[src/line_position_steering_drive_macros.svh]
// ----------------------------------------------------------------------------
// Assertion macros for line_position_steering_drive
// Clocked implication checks with a common reset qualifier.
// ----------------------------------------------------------------------------
`ifndef LINE_POSITION_STEERING_DRIVE_MACROS_SVH
`define LINE_POSITION_STEERING_DRIVE_MACROS_SVH

// Consequent must hold in the cycle after the antecedent.
`define LPSD_ASSERT_NEXT(label, clk, rst_n, ante, cons) \
    label: assert property (@(posedge clk) disable iff (!rst_n) (ante) |=> (cons)) \
        else $error("lpsd: next-cycle check failed");

// Consequent must hold in the same cycle as the antecedent.
`define LPSD_ASSERT_SAME(label, clk, rst_n, ante, cons) \
    label: assert property (@(posedge clk) disable iff (!rst_n) (ante) |-> (cons)) \
        else $error("lpsd: same-cycle check failed");

`endif

[src/lpsd_pkg.sv]
// ----------------------------------------------------------------------------
// lpsd_pkg
// Widths, constants, register codes and stage types of the steering drive.
// ----------------------------------------------------------------------------
package lpsd_pkg;

    localparam int FRACTION_BITS = 12;

    localparam int BYTE_W   = 8;
    localparam int IDX_W    = 3;
    localparam int KIND_W   = 9;
    localparam int POS_W    = 16;
    localparam int DUTY_W   = 13;
    localparam int CENTER_W = 10;
    localparam int BASE_W   = 14;
    localparam int GAIN_W   = 12;
    localparam int ERR_W    = POS_W + 1;
    localparam int PROD_W   = ERR_W + GAIN_W + 1;
    localparam int SHIFT    = 8;
    localparam int DELTA_W  = PROD_W - SHIFT;

    localparam int CFG_IDX_W  = 2;
    localparam int CFG_DATA_W = BASE_W;
    localparam int S_DATA_W   = 8;
    localparam int M_DATA_W   = 80;

    localparam logic [BYTE_W-1:0] TERMINATOR = 8'h71;
    localparam logic [BYTE_W-1:0] ASCII_ZERO = 8'h30;

    // Byte positions inside a message that are stored
    localparam logic [IDX_W-1:0] IDX_KIND  = 3'd0;
    localparam logic [IDX_W-1:0] IDX_HUND  = 3'd2;
    localparam logic [IDX_W-1:0] IDX_TENS  = 3'd3;
    localparam logic [IDX_W-1:0] IDX_UNIT  = 3'd4;
    localparam logic [IDX_W-1:0] INDEX_MAX = 3'd7;

    localparam logic [CENTER_W-1:0]      CENTER_RESET = 10'd256;
    localparam logic signed [BASE_W-1:0] BASE_RESET   = 14'sd2376;
    localparam logic [GAIN_W-1:0]        GAIN_RESET   = 12'd205;

    typedef enum logic [CFG_IDX_W-1:0] {
        REG_CENTER = 2'd0,
        REG_BASE   = 2'd1,
        REG_GAIN   = 2'd2
    } cfg_reg_t;

    typedef struct packed {
        logic signed [KIND_W-1:0] kind;
        logic signed [POS_W-1:0]  pos;
    } line_t;

    typedef struct packed {
        logic signed [KIND_W-1:0] kind;
        logic signed [POS_W-1:0]  pos;
        logic signed [PROD_W-1:0] prod;
    } steer_t;

    typedef struct packed {
        logic signed [KIND_W-1:0] kind;
        logic signed [POS_W-1:0]  pos;
        logic [DUTY_W-1:0]        right_fwd;
        logic [DUTY_W-1:0]        right_rev;
        logic [DUTY_W-1:0]        left_fwd;
        logic [DUTY_W-1:0]        left_rev;
    } result_t;

endpackage

[src/lpsd_decode.sv]
// ----------------------------------------------------------------------------
// lpsd_decode
// Message byte store and line decode; emits one line beat per terminator.
// ----------------------------------------------------------------------------
`include "line_position_steering_drive_macros.svh"

module lpsd_decode (
    input  logic                              aclk,
    input  logic                              aresetn,
    input  logic                              in_valid,
    output logic                              in_ready,
    input  logic [lpsd_pkg::BYTE_W-1:0]       in_byte,
    output logic                              out_valid,
    input  logic                              out_ready,
    output lpsd_pkg::line_t                   out_line
);

    logic [lpsd_pkg::IDX_W-1:0]             idx_reg, idx_next;
    logic [3:0][lpsd_pkg::BYTE_W-1:0]       msg_reg, msg_next;
    logic                                   valid_reg, valid_next;
    lpsd_pkg::line_t                        line_reg, line_next;

    logic                                   in_fire;
    logic                                   is_term;
    logic signed [lpsd_pkg::KIND_W-1:0]     dig_h, dig_t, dig_u;
    logic signed [lpsd_pkg::POS_W-1:0]      ext_h, ext_t, ext_u;

    assign in_ready = !valid_reg || out_ready;
    assign in_fire  = in_valid && in_ready;
    assign is_term  = (in_byte == lpsd_pkg::TERMINATOR);

    always_comb begin
        idx_next = idx_reg;
        msg_next = msg_reg;
        if (in_fire) begin
            if (is_term) begin
                idx_next = '0;
            end else begin
                case (idx_reg)
                    lpsd_pkg::IDX_KIND: msg_next[0] = in_byte;
                    lpsd_pkg::IDX_HUND: msg_next[1] = in_byte;
                    lpsd_pkg::IDX_TENS: msg_next[2] = in_byte;
                    lpsd_pkg::IDX_UNIT: msg_next[3] = in_byte;
                    default: ;
                endcase
                // saturate so long messages never wrap onto stored slots
                if (idx_reg != lpsd_pkg::INDEX_MAX) begin
                    idx_next = idx_reg + 3'd1;
                end
            end
        end
    end

    // Terminator is never stored, so decode straight from the held slots
    assign dig_h = $signed({1'b0, msg_reg[1]}) - $signed({1'b0, lpsd_pkg::ASCII_ZERO});
    assign dig_t = $signed({1'b0, msg_reg[2]}) - $signed({1'b0, lpsd_pkg::ASCII_ZERO});
    assign dig_u = $signed({1'b0, msg_reg[3]}) - $signed({1'b0, lpsd_pkg::ASCII_ZERO});
    assign ext_h = {{(lpsd_pkg::POS_W-lpsd_pkg::KIND_W){dig_h[lpsd_pkg::KIND_W-1]}}, dig_h};
    assign ext_t = {{(lpsd_pkg::POS_W-lpsd_pkg::KIND_W){dig_t[lpsd_pkg::KIND_W-1]}}, dig_t};
    assign ext_u = {{(lpsd_pkg::POS_W-lpsd_pkg::KIND_W){dig_u[lpsd_pkg::KIND_W-1]}}, dig_u};

    always_comb begin
        valid_next = valid_reg;
        line_next  = line_reg;
        if (in_ready) begin
            valid_next     = in_fire && is_term;
            line_next.kind = $signed({1'b0, msg_reg[0]})
                             - $signed({1'b0, lpsd_pkg::ASCII_ZERO});
            line_next.pos  = ext_h * 16'sd100 + ext_t * 16'sd10 + ext_u;
        end
    end

    always_ff @(posedge aclk) begin
        if (!aresetn) begin
            idx_reg   <= '0;
            msg_reg   <= {4{lpsd_pkg::ASCII_ZERO}};
            valid_reg <= 1'b0;
        end else begin
            idx_reg   <= idx_next;
            msg_reg   <= msg_next;
            valid_reg <= valid_next;
        end
    end

    always_ff @(posedge aclk) begin
        line_reg <= line_next;
    end

    assign out_valid = valid_reg;
    assign out_line  = line_reg;

    `LPSD_ASSERT_NEXT(a_term_clears_index, aclk, aresetn, in_fire && is_term, idx_reg == '0)
    `LPSD_ASSERT_NEXT(a_tail_keeps_slots, aclk, aresetn, in_fire && (idx_reg > lpsd_pkg::IDX_UNIT), msg_reg == $past(msg_reg))
    `LPSD_ASSERT_SAME(a_line_from_term, aclk, aresetn, $rose(valid_reg), $past(in_fire && is_term))

endmodule

[src/lpsd_steer.sv]
// ----------------------------------------------------------------------------
// lpsd_steer
// Position error times steering gain, registered.
// ----------------------------------------------------------------------------
module lpsd_steer (
    input  logic                              aclk,
    input  logic                              aresetn,
    input  logic [lpsd_pkg::CENTER_W-1:0]     center,
    input  logic [lpsd_pkg::GAIN_W-1:0]       gain,
    input  logic                              in_valid,
    output logic                              in_ready,
    input  lpsd_pkg::line_t                   in_line,
    output logic                              out_valid,
    input  logic                              out_ready,
    output lpsd_pkg::steer_t                  out_steer
);

    logic                                  valid_reg, valid_next;
    lpsd_pkg::steer_t                      steer_reg, steer_next;
    logic signed [lpsd_pkg::ERR_W-1:0]     err;
    logic signed [lpsd_pkg::GAIN_W:0]      gain_s;

    assign in_ready = !valid_reg || out_ready;

    assign err = {in_line.pos[lpsd_pkg::POS_W-1], in_line.pos}
                 - $signed({{(lpsd_pkg::ERR_W-lpsd_pkg::CENTER_W){1'b0}}, center});
    assign gain_s = $signed({1'b0, gain});

    always_comb begin
        valid_next = valid_reg;
        steer_next = steer_reg;
        if (in_ready) begin
            valid_next      = in_valid;
            steer_next.kind = in_line.kind;
            steer_next.pos  = in_line.pos;
            steer_next.prod = err * gain_s;
        end
    end

    always_ff @(posedge aclk) begin
        if (!aresetn) begin
            valid_reg <= 1'b0;
        end else begin
            valid_reg <= valid_next;
        end
    end

    always_ff @(posedge aclk) begin
        steer_reg <= steer_next;
    end

    assign out_valid = valid_reg;
    assign out_steer = steer_reg;

endmodule

[src/lpsd_drive.sv]
// ----------------------------------------------------------------------------
// lpsd_drive
// Motor powers, clamp and H-bridge duty pairs into the result register.
// ----------------------------------------------------------------------------
module lpsd_drive #(
    parameter int FRACTION_BITS = lpsd_pkg::FRACTION_BITS
) (
    input  logic                              aclk,
    input  logic                              aresetn,
    input  logic signed [lpsd_pkg::BASE_W-1:0] base,
    input  logic                              in_valid,
    output logic                              in_ready,
    input  lpsd_pkg::steer_t                  in_steer,
    output logic                              out_valid,
    input  logic                              out_ready,
    output lpsd_pkg::result_t                 out_result
);

    localparam int PWR_W = (lpsd_pkg::DELTA_W + 1 > FRACTION_BITS + 2)
                           ? lpsd_pkg::DELTA_W + 1 : FRACTION_BITS + 2;
    localparam logic signed [PWR_W-1:0] ONE     = PWR_W'(1) << FRACTION_BITS;
    localparam logic signed [PWR_W-1:0] NEG_ONE = -ONE;

    logic                                   valid_reg, valid_next;
    lpsd_pkg::result_t                      res_reg, res_next;
    logic signed [lpsd_pkg::PROD_W-1:0]     prod_shr;
    logic signed [lpsd_pkg::DELTA_W-1:0]    delta;
    logic signed [PWR_W-1:0]                delta_x, base_x, right_pwr, left_pwr;
    logic [2*lpsd_pkg::DUTY_W-1:0]          right_pair, left_pair;

    // Returns {rev, fwd}
    function automatic logic [2*lpsd_pkg::DUTY_W-1:0] duty_pair(
        input logic signed [PWR_W-1:0] pwr
    );
        logic signed [PWR_W-1:0] c;
        logic signed [PWR_W-1:0] f;
        logic signed [PWR_W-1:0] r;
        c = pwr;
        if (pwr > ONE) begin
            c = ONE;
        end else if (pwr < NEG_ONE) begin
            c = NEG_ONE;
        end
        if (c > $signed(PWR_W'(0))) begin
            f = ONE;
            r = ONE - c;
        end else begin
            r = ONE;
            f = ONE + c;
        end
        return {r[lpsd_pkg::DUTY_W-1:0], f[lpsd_pkg::DUTY_W-1:0]};
    endfunction

    assign in_ready = !valid_reg || out_ready;

    // floor divide by 256
    assign prod_shr = $signed(in_steer.prod) >>> lpsd_pkg::SHIFT;
    assign delta    = prod_shr[lpsd_pkg::DELTA_W-1:0];
    assign delta_x = PWR_W'(delta);
    assign base_x  = PWR_W'(base);
    assign right_pwr = base_x + delta_x;
    assign left_pwr  = base_x - delta_x;
    assign right_pair = duty_pair(right_pwr);
    assign left_pair  = duty_pair(left_pwr);

    always_comb begin
        valid_next = valid_reg;
        res_next   = res_reg;
        if (in_ready) begin
            valid_next         = in_valid;
            res_next.kind      = in_steer.kind;
            res_next.pos       = in_steer.pos;
            res_next.right_fwd = right_pair[lpsd_pkg::DUTY_W-1:0];
            res_next.right_rev = right_pair[2*lpsd_pkg::DUTY_W-1:lpsd_pkg::DUTY_W];
            res_next.left_fwd  = left_pair[lpsd_pkg::DUTY_W-1:0];
            res_next.left_rev  = left_pair[2*lpsd_pkg::DUTY_W-1:lpsd_pkg::DUTY_W];
        end
    end

    always_ff @(posedge aclk) begin
        if (!aresetn) begin
            valid_reg <= 1'b0;
        end else begin
            valid_reg <= valid_next;
        end
    end

    always_ff @(posedge aclk) begin
        res_reg <= res_next;
    end

    assign out_valid  = valid_reg;
    assign out_result = res_reg;

endmodule

[src/line_position_steering_drive.sv]
// A terminator's result beat passes the decode, steer and drive registers in turn.
// Throughput: one byte per cycle while s_tready is high; the three registered stages
// (decode, gain multiply, clamp and duty) each advance whenever the stage after them is
// empty or drained. Bytes other than the terminator produce no result beat.
// Reset (aresetn low, synchronous): byte index to zero, stored slots to ASCII '0',
// registers to their defaults, all stages empty.
// ----------------------------------------------------------------------------
// line_position_steering_drive
// Line tracker message decode with proportional steering of two H-bridges.
// ----------------------------------------------------------------------------
module line_position_steering_drive #(
    parameter int FRACTION_BITS = lpsd_pkg::FRACTION_BITS
) (
    input  logic                                 aclk,
    input  logic                                 aresetn,
    input  logic                                 s_tvalid,
    output logic                                 s_tready,
    input  logic [lpsd_pkg::S_DATA_W-1:0]        s_tdata,   // [7:0] rx_byte
    output logic                                 m_tvalid,
    input  logic                                 m_tready,
    // [8:0] line_kind, [24:9] line_position, [37:25] right_duty_fwd,
    // [50:38] right_duty_rev, [63:51] left_duty_fwd, [76:64] left_duty_rev
    output logic [lpsd_pkg::M_DATA_W-1:0]        m_tdata,
    input  logic                                 cfg_valid,
    output logic                                 cfg_ready,
    input  logic [lpsd_pkg::CFG_IDX_W-1:0]       cfg_index,
    input  logic [lpsd_pkg::CFG_DATA_W-1:0]      cfg_data
);

    logic [lpsd_pkg::CENTER_W-1:0]        center_reg, center_next;
    logic signed [lpsd_pkg::BASE_W-1:0]   base_reg, base_next;
    logic [lpsd_pkg::GAIN_W-1:0]          gain_reg, gain_next;

    logic               line_valid, line_ready;
    lpsd_pkg::line_t    line_beat;
    logic               steer_valid, steer_ready;
    lpsd_pkg::steer_t   steer_beat;
    lpsd_pkg::result_t  result;

    assign cfg_ready = 1'b1;

    always_comb begin
        center_next = center_reg;
        base_next   = base_reg;
        gain_next   = gain_reg;
        if (cfg_valid) begin
            case (lpsd_pkg::cfg_reg_t'(cfg_index))
                lpsd_pkg::REG_CENTER: center_next = cfg_data[lpsd_pkg::CENTER_W-1:0];
                lpsd_pkg::REG_BASE:   base_next   = $signed(cfg_data[lpsd_pkg::BASE_W-1:0]);
                lpsd_pkg::REG_GAIN:   gain_next   = cfg_data[lpsd_pkg::GAIN_W-1:0];
                default: ;
            endcase
        end
    end

    always_ff @(posedge aclk) begin
        if (!aresetn) begin
            center_reg <= lpsd_pkg::CENTER_RESET;
            base_reg   <= lpsd_pkg::BASE_RESET;
            gain_reg   <= lpsd_pkg::GAIN_RESET;
        end else begin
            center_reg <= center_next;
            base_reg   <= base_next;
            gain_reg   <= gain_next;
        end
    end

    lpsd_decode u_decode (
        .aclk      (aclk),
        .aresetn   (aresetn),
        .in_valid  (s_tvalid),
        .in_ready  (s_tready),
        .in_byte   (s_tdata),
        .out_valid (line_valid),
        .out_ready (line_ready),
        .out_line  (line_beat)
    );

    lpsd_steer u_steer (
        .aclk      (aclk),
        .aresetn   (aresetn),
        .center    (center_reg),
        .gain      (gain_reg),
        .in_valid  (line_valid),
        .in_ready  (line_ready),
        .in_line   (line_beat),
        .out_valid (steer_valid),
        .out_ready (steer_ready),
        .out_steer (steer_beat)
    );

    lpsd_drive #(
        .FRACTION_BITS (FRACTION_BITS)
    ) u_drive (
        .aclk       (aclk),
        .aresetn    (aresetn),
        .base       (base_reg),
        .in_valid   (steer_valid),
        .in_ready   (steer_ready),
        .in_steer   (steer_beat),
        .out_valid  (m_tvalid),
        .out_ready  (m_tready),
        .out_result (result)
    );

    assign m_tdata = {3'b000,
                      result.left_rev, result.left_fwd,
                      result.right_rev, result.right_fwd,
                      result.pos, result.kind};

endmodule
[config.mk]
export PLATFORM = sky130hd
export DESIGN_NAME = line_position_steering_drive
export DESIGN_NICKNAME = d
export VERILOG_FILES = /design/src/lpsd_pkg.sv /design/src/lpsd_decode.sv /design/src/lpsd_steer.sv /design/src/lpsd_drive.sv /design/src/line_position_steering_drive.sv
export VERILOG_INCLUDE_DIRS = /design/src /design/src/src
export SDC_FILE = /design/constraint.sdc
export NUM_CORES = 1
export LEC_CHECK = 0
export ABC_CLOCK_PERIOD_IN_PS = 22200
export BUFFER_PORTS_ARGS = -buffer_cell sky130_fd_sc_hd__buf_4
export CAP_MARGIN = 0
export CORE_ASPECT_RATIO = 1.2
export CORE_MARGIN = 2
export CORE_UTILIZATION = 40
export CTS_CLUSTER_SIZE = 28
export DETAILED_ROUTE_END_ITERATION = 12
export SLEW_MARGIN = 20
export SYNTH_ARGS = -nofsm -noshare
export SYNTH_HDL_FRONTEND = slang
export SYNTH_HIERARCHICAL = 1
export SYNTH_SLANG_ARGS = --single-unit
[constraint.sdc]
create_clock -name aclk -period 22.2 [get_ports aclk]
set_input_delay 2.22 -clock aclk [delete_from_list [all_inputs] [get_ports aclk]]
set_output_delay 2.22 -clock aclk [all_outputs]
set_load 0.01 [all_outputs]
# Word-level counts from Yosys, hierarchy flattened
# Index checks and enable logic that the tools add are counted.
# W data, S select, Z words.
[totals]
word_cells = 78
regBits = 231
output_inout_bits = 83
input_bits = 29
[classes]
reduce_logical = 19
bitwise = 1
mul = 3
n_lt_le_gt_ge = 6
mux = 6
eq_ne = 7
addsub = 14
[op_table]
columns = ["op", "count"]
rows = [
  ["$mux W23", 4],
  ["$gt A23 B1 Y1 const B", 2],
  ["$gt A23 B14 Y1 const B", 2],
  ["$lt A23 B13 Y1 const B", 2],
  ["$sub A8 B6 Y9 const B", 4],
  ["$mul A17 B13 Y30", 1],
  ["$add A13 B13 Y13 const A", 2],
  ["$sub A13 B13 Y13 const A", 2],
  ["$add A14 B22 Y23", 1],
  ["$sub A14 B22 Y23", 1],
  ["$sub A16 B11 Y17", 1],
  ["$add A16 B16 Y16", 1],
  ["$add A16 B9 Y16", 1],
  ["$mul A9 B6 Y14 const B", 1],
  ["$mul A9 B4 Y13 const B", 1],
  ["$reduce_and A3 Y1", 4],
  ["$eq A8 B7 Y1 const B", 1],
  ["$reduce_and A2 Y1", 4],
  ["$eq A3 B2 Y1 const B", 2],
  ["$mux W3", 2],
  ["$add A3 B1 Y3 const B", 1],
  ["$eq A3 B3 Y1 const B", 1],
  ["$logic_not A1 Y1", 3],
  ["$logic_not A3 Y1", 1],
  ["8 further kinds", 11],
]

# Depth between registers and ports, before layout
[depth]
ltp_word = 6
mapped_depth = 30
mapped_depth_nobuf = 28

# Modules after synthesis
# The synthesis kept the hierarchy.
[modules_own_cells]
columns = ["mod", "area_per_inst_um2", "seq_area_each_um2", "cells_each", "instances"]
rows = [
  ["lpsd_steer", 10587.7, 1671.6, 1124, 1],
  ["lpsd_drive", 6369.9, 2332.2, 688, 1],
  ["lpsd_decode", 4434.3, 1471.4, 420, 1],
  ["line_position_steering_drive", 1498.9, 720.7, 153, 1],
]

# Worst setup path before layout
# OpenSTA, ideal clock, no wires.
[synth_path]
path_kind = "input-to-output"
from = "input port m_tready"
to = "output port s_tready"
path_slack_ps = 13391
stages = 3
required_time_ps = 19980
n_path_buf = 0
arrival_time_ps = 6589
cell_sequence = "nand2b_1 > nand2b_1 > nand2b_1"
[synth_via]
elab_chain_len = 3
[synth_rtl]
columns = ["element", "line_no", "text"]
rows = [
  ["start, declared", "line_position_steering_drive.sv:20", "input logic m_tready,"],
  ["$logic_or A1 B1 Y1", "lpsd_drive.sv:54", "assign in_ready = !valid_reg || out_ready;"],
  ["$logic_or A1 B1 Y1", "lpsd_steer.sv:23", "assign in_ready = !valid_reg || out_ready;"],
  ["via line_ready", "line_position_steering_drive.sv:34", "logic line_valid, line_ready;"],
  ["$logic_or A1 B1 Y1", "lpsd_decode.sv:28", "assign in_ready = !valid_reg || out_ready;"],
  ["end, declared", "line_position_steering_drive.sv:17", "output logic s_tready,"],
]
# The timed path passes the listed nets, and every way through them passes these cells.

# Worst setup path after layout
[layout_path]
from = "register u_decode.line_reg (netlist bit u_decode/out_line[0])"
to = "register u_steer.steer_reg (netlist bit u_steer/out_steer[28]) (data pin)"
[layout_via]
elab_chain_len = 2
[layout_rtl]
columns = ["element", "line_no", "text"]
rows = [
  ["start, declared", "lpsd_decode.sv:21", "lpsd_pkg::line_t line_reg, line_next;"],
  ["start signal, assigned", "lpsd_decode.sv:86", "line_reg <= line_next;"],
  ["$sub A16 B11 Y17", "lpsd_steer.sv:26", "- $signed({{(lpsd_pkg::ERR_W-lpsd_pkg::CENTER_W){1'b0}}, center});"],
  ["$mul A17 B13 Y30", "lpsd_steer.sv:36", "steer_next.prod = err * gain_s;"],
  ["end signal, assigned", "lpsd_steer.sv:49", "steer_reg <= steer_next;"],
  ["end, declared", "lpsd_steer.sv:19", "lpsd_pkg::steer_t steer_reg, steer_next;"],
]
# No other way between the ends.
# A chain may end at the register's enable or synchronous reset.

==> flow_summary_export.csv <==
group,metric,value,unit
status,run_status,"finished clean",
logic_synthesis,syn_area_per_cell,9.53,sq um
clock_network,cts_resized,0,
place,gp_congestion,0.898,
floorplanning,dieArea,58500,sq um
clock_network,clkLatencyLatePin,550,ps
timing,hold_viol,0,
run,max-cap-violations,0,
global_routing,grt_start_max_net_pins,92,
global_routing,grt_pass1_wl,92.3,mm
clock_network,cts.sinks,223,
timing,setup_viol,0,
logic_synthesis,yosysWarnings,6,
clock_network,ctsLongestPathBuffers,3,
floorplanning,die_w,221,microns
timing,setup_ws,14310,ps
floorplanning,io_pins,112,
detailed_routing,viasPerCell,5.25,
detailed_routing,firstDrtPassIters,8,
layout,multiInputGateArea,14800,sq um
timing,worst_pin_slew,998,ps
setup_path,worstRegToRegCells,27,
place,numPlacedInstances,3123,
detailed_routing,drt_iter0_drc,1074,
clock_network,post_cts_buffers,0,
clock_network,cts_buffers,25,
place,portBuffers,107,
global_routing,grt_usage,0.195,
floorplanning,core,56000,sq um
detailed_routing,wire_per_inst,17.9,microns
setup_path,worst-endpoint-required,22490,ps
clock_network,holdBufCountCts,0,
detailed_routing,vias,16629,
setup_path,cp_max_fo,11,
timing,timing.final.crit_share,0.356,
floorplanning,die_y,264,microns
setup_path,cp.arrival,8180,ps
layout,fillers,5333,
detailed_routing,drcViolationCount,0,
timing,slew_headroom,0.334,
clock_network,cts_tree,"yes",
setup_path,start_kind,"flip-flop",
timing,setup_tns,0,ps
clock_network,cts.clk_slew.worst_paths,60,ps
layout,fin_util,0.444,
clock_network,h-tree-depth,1,
global_routing,grt_pass1_vias,17249,
hold_path,hold_class,"flip-flop to flip-flop",
layout,nets,2853,
setup_path,path_class,"flip-flop to flip-flop",
layout,seq_area,5960,sq um
global_routing,antenna_found_initial,0,
logic_synthesis,synthesis.area,22600,sq um
logic_synthesis,netlist_instances,2372,
place,pre_cts_ws,14430,ps
timing,fmax,127,MHz
layout,layout.cells.non_filler,3169,
detailed_routing,wirelength,56.8,mm
layout,antenna_cells,0,
floorplanning,start_util,0.404,
timing,finalCriticalPeriod,7890,ps
global_routing,overflow,0,
timing,rsz0062_at_grt,"no",
detailed_routing,drtAntennaViolNets,0,
floorplanning,rows,95,
layout,drive_gt1_frac,0.100,
layout,syn2layout_area_growth,9.85,%
hold_path,hold-path-cell-count,0,
layout,largest_reg_flops,77,
timing,maxSlewViolCount,0,
timing,finClkSkew,19.6,ps
place,dp_hpwl,45.2,mm
setup_path,end_kind,"flip-flop",
clock_network,cts.root.buffer_cell,"clkbuf_16",
metrics by stage:
step                hold WS [ps]  instance area (sq um)
global placement             403                  24000
finish                       416                  24800
global route                 426                  24800
CTS                          419                  24800
detailed placement           405                  24000
floorplan                    400                  22600
metal layers:
metal,global-route usage,vias to the layer above,routed length [microns],share of wire
met5,0,-,0,0
met4,0.0744,0,2220,0.039
met3,0.0233,100,2280,0.040
met2,0.350,390,28100,0.50
met1,0.240,8123,24200,0.43
li1,-,8016,-,-
layout by cell type (no fill, tap or decap), types with 69 or more instances in the layout:
cell type / instances
dfxtp_1: 74
inv_1: 359
a21oi_1: 87
fa_1: 205
edfxtp_1: 149
nor2_1: 95
nand2_1: 226
ha_1: 196
nor2b_1: 69
mux2i_1: 77
xnor2_1: 87
buf_4: 130
path summary, 6_finish.rpt:
path | slack, ps | from | to
setup / recovery | 14310 | u_decode/out_line[0] | u_steer/out_steer[28]
hold / removal | 420 | u_steer/out_steer[51] | u_drive/out_result[73]
setup reg to reg | 14310 | u_decode/out_line[0] | u_steer/out_steer[28]
hold reg to reg | 420 | u_steer/out_steer[51] | u_drive/out_result[73]
worst max-delay path: stages (launching register included):
cell and delay (ps):
edfxtp_1 390, inv_1 80, ha_1 180, fa_1 260, nor2b_4 60, o21ai_4 140
a21boi_2 100, o41a_1 330, o31a_1 440, o21ai_0 610, a21boi_0 250, fa_1 580
inv_1 50, fa_1 530, inv_1 50, fa_1 480, fa_1 490, inv_1 60
fa_1 530, inv_1 40, ha_1 380, a21oi_1 250, o21ai_0 130, a22oi_1 360
o31ai_1 240, a22oi_1 250, mux2i_1 210, o221ai_1 130
layout make-up:
cell class | count | share of cell area
clock inverter | 12 | 0.00353
timing repair buffer | 130 | 0.0393
multi-input combinational | 1684 | 0.597
sequential | 223 | 0.240
tap | 727 | 0.0366
inverter | 359 | 0.0542
clock buffer | 34 | 0.0295
Power is not shown: default switching activity piles up to over one toggle a cycle in this logic, so the estimate is an artifact.
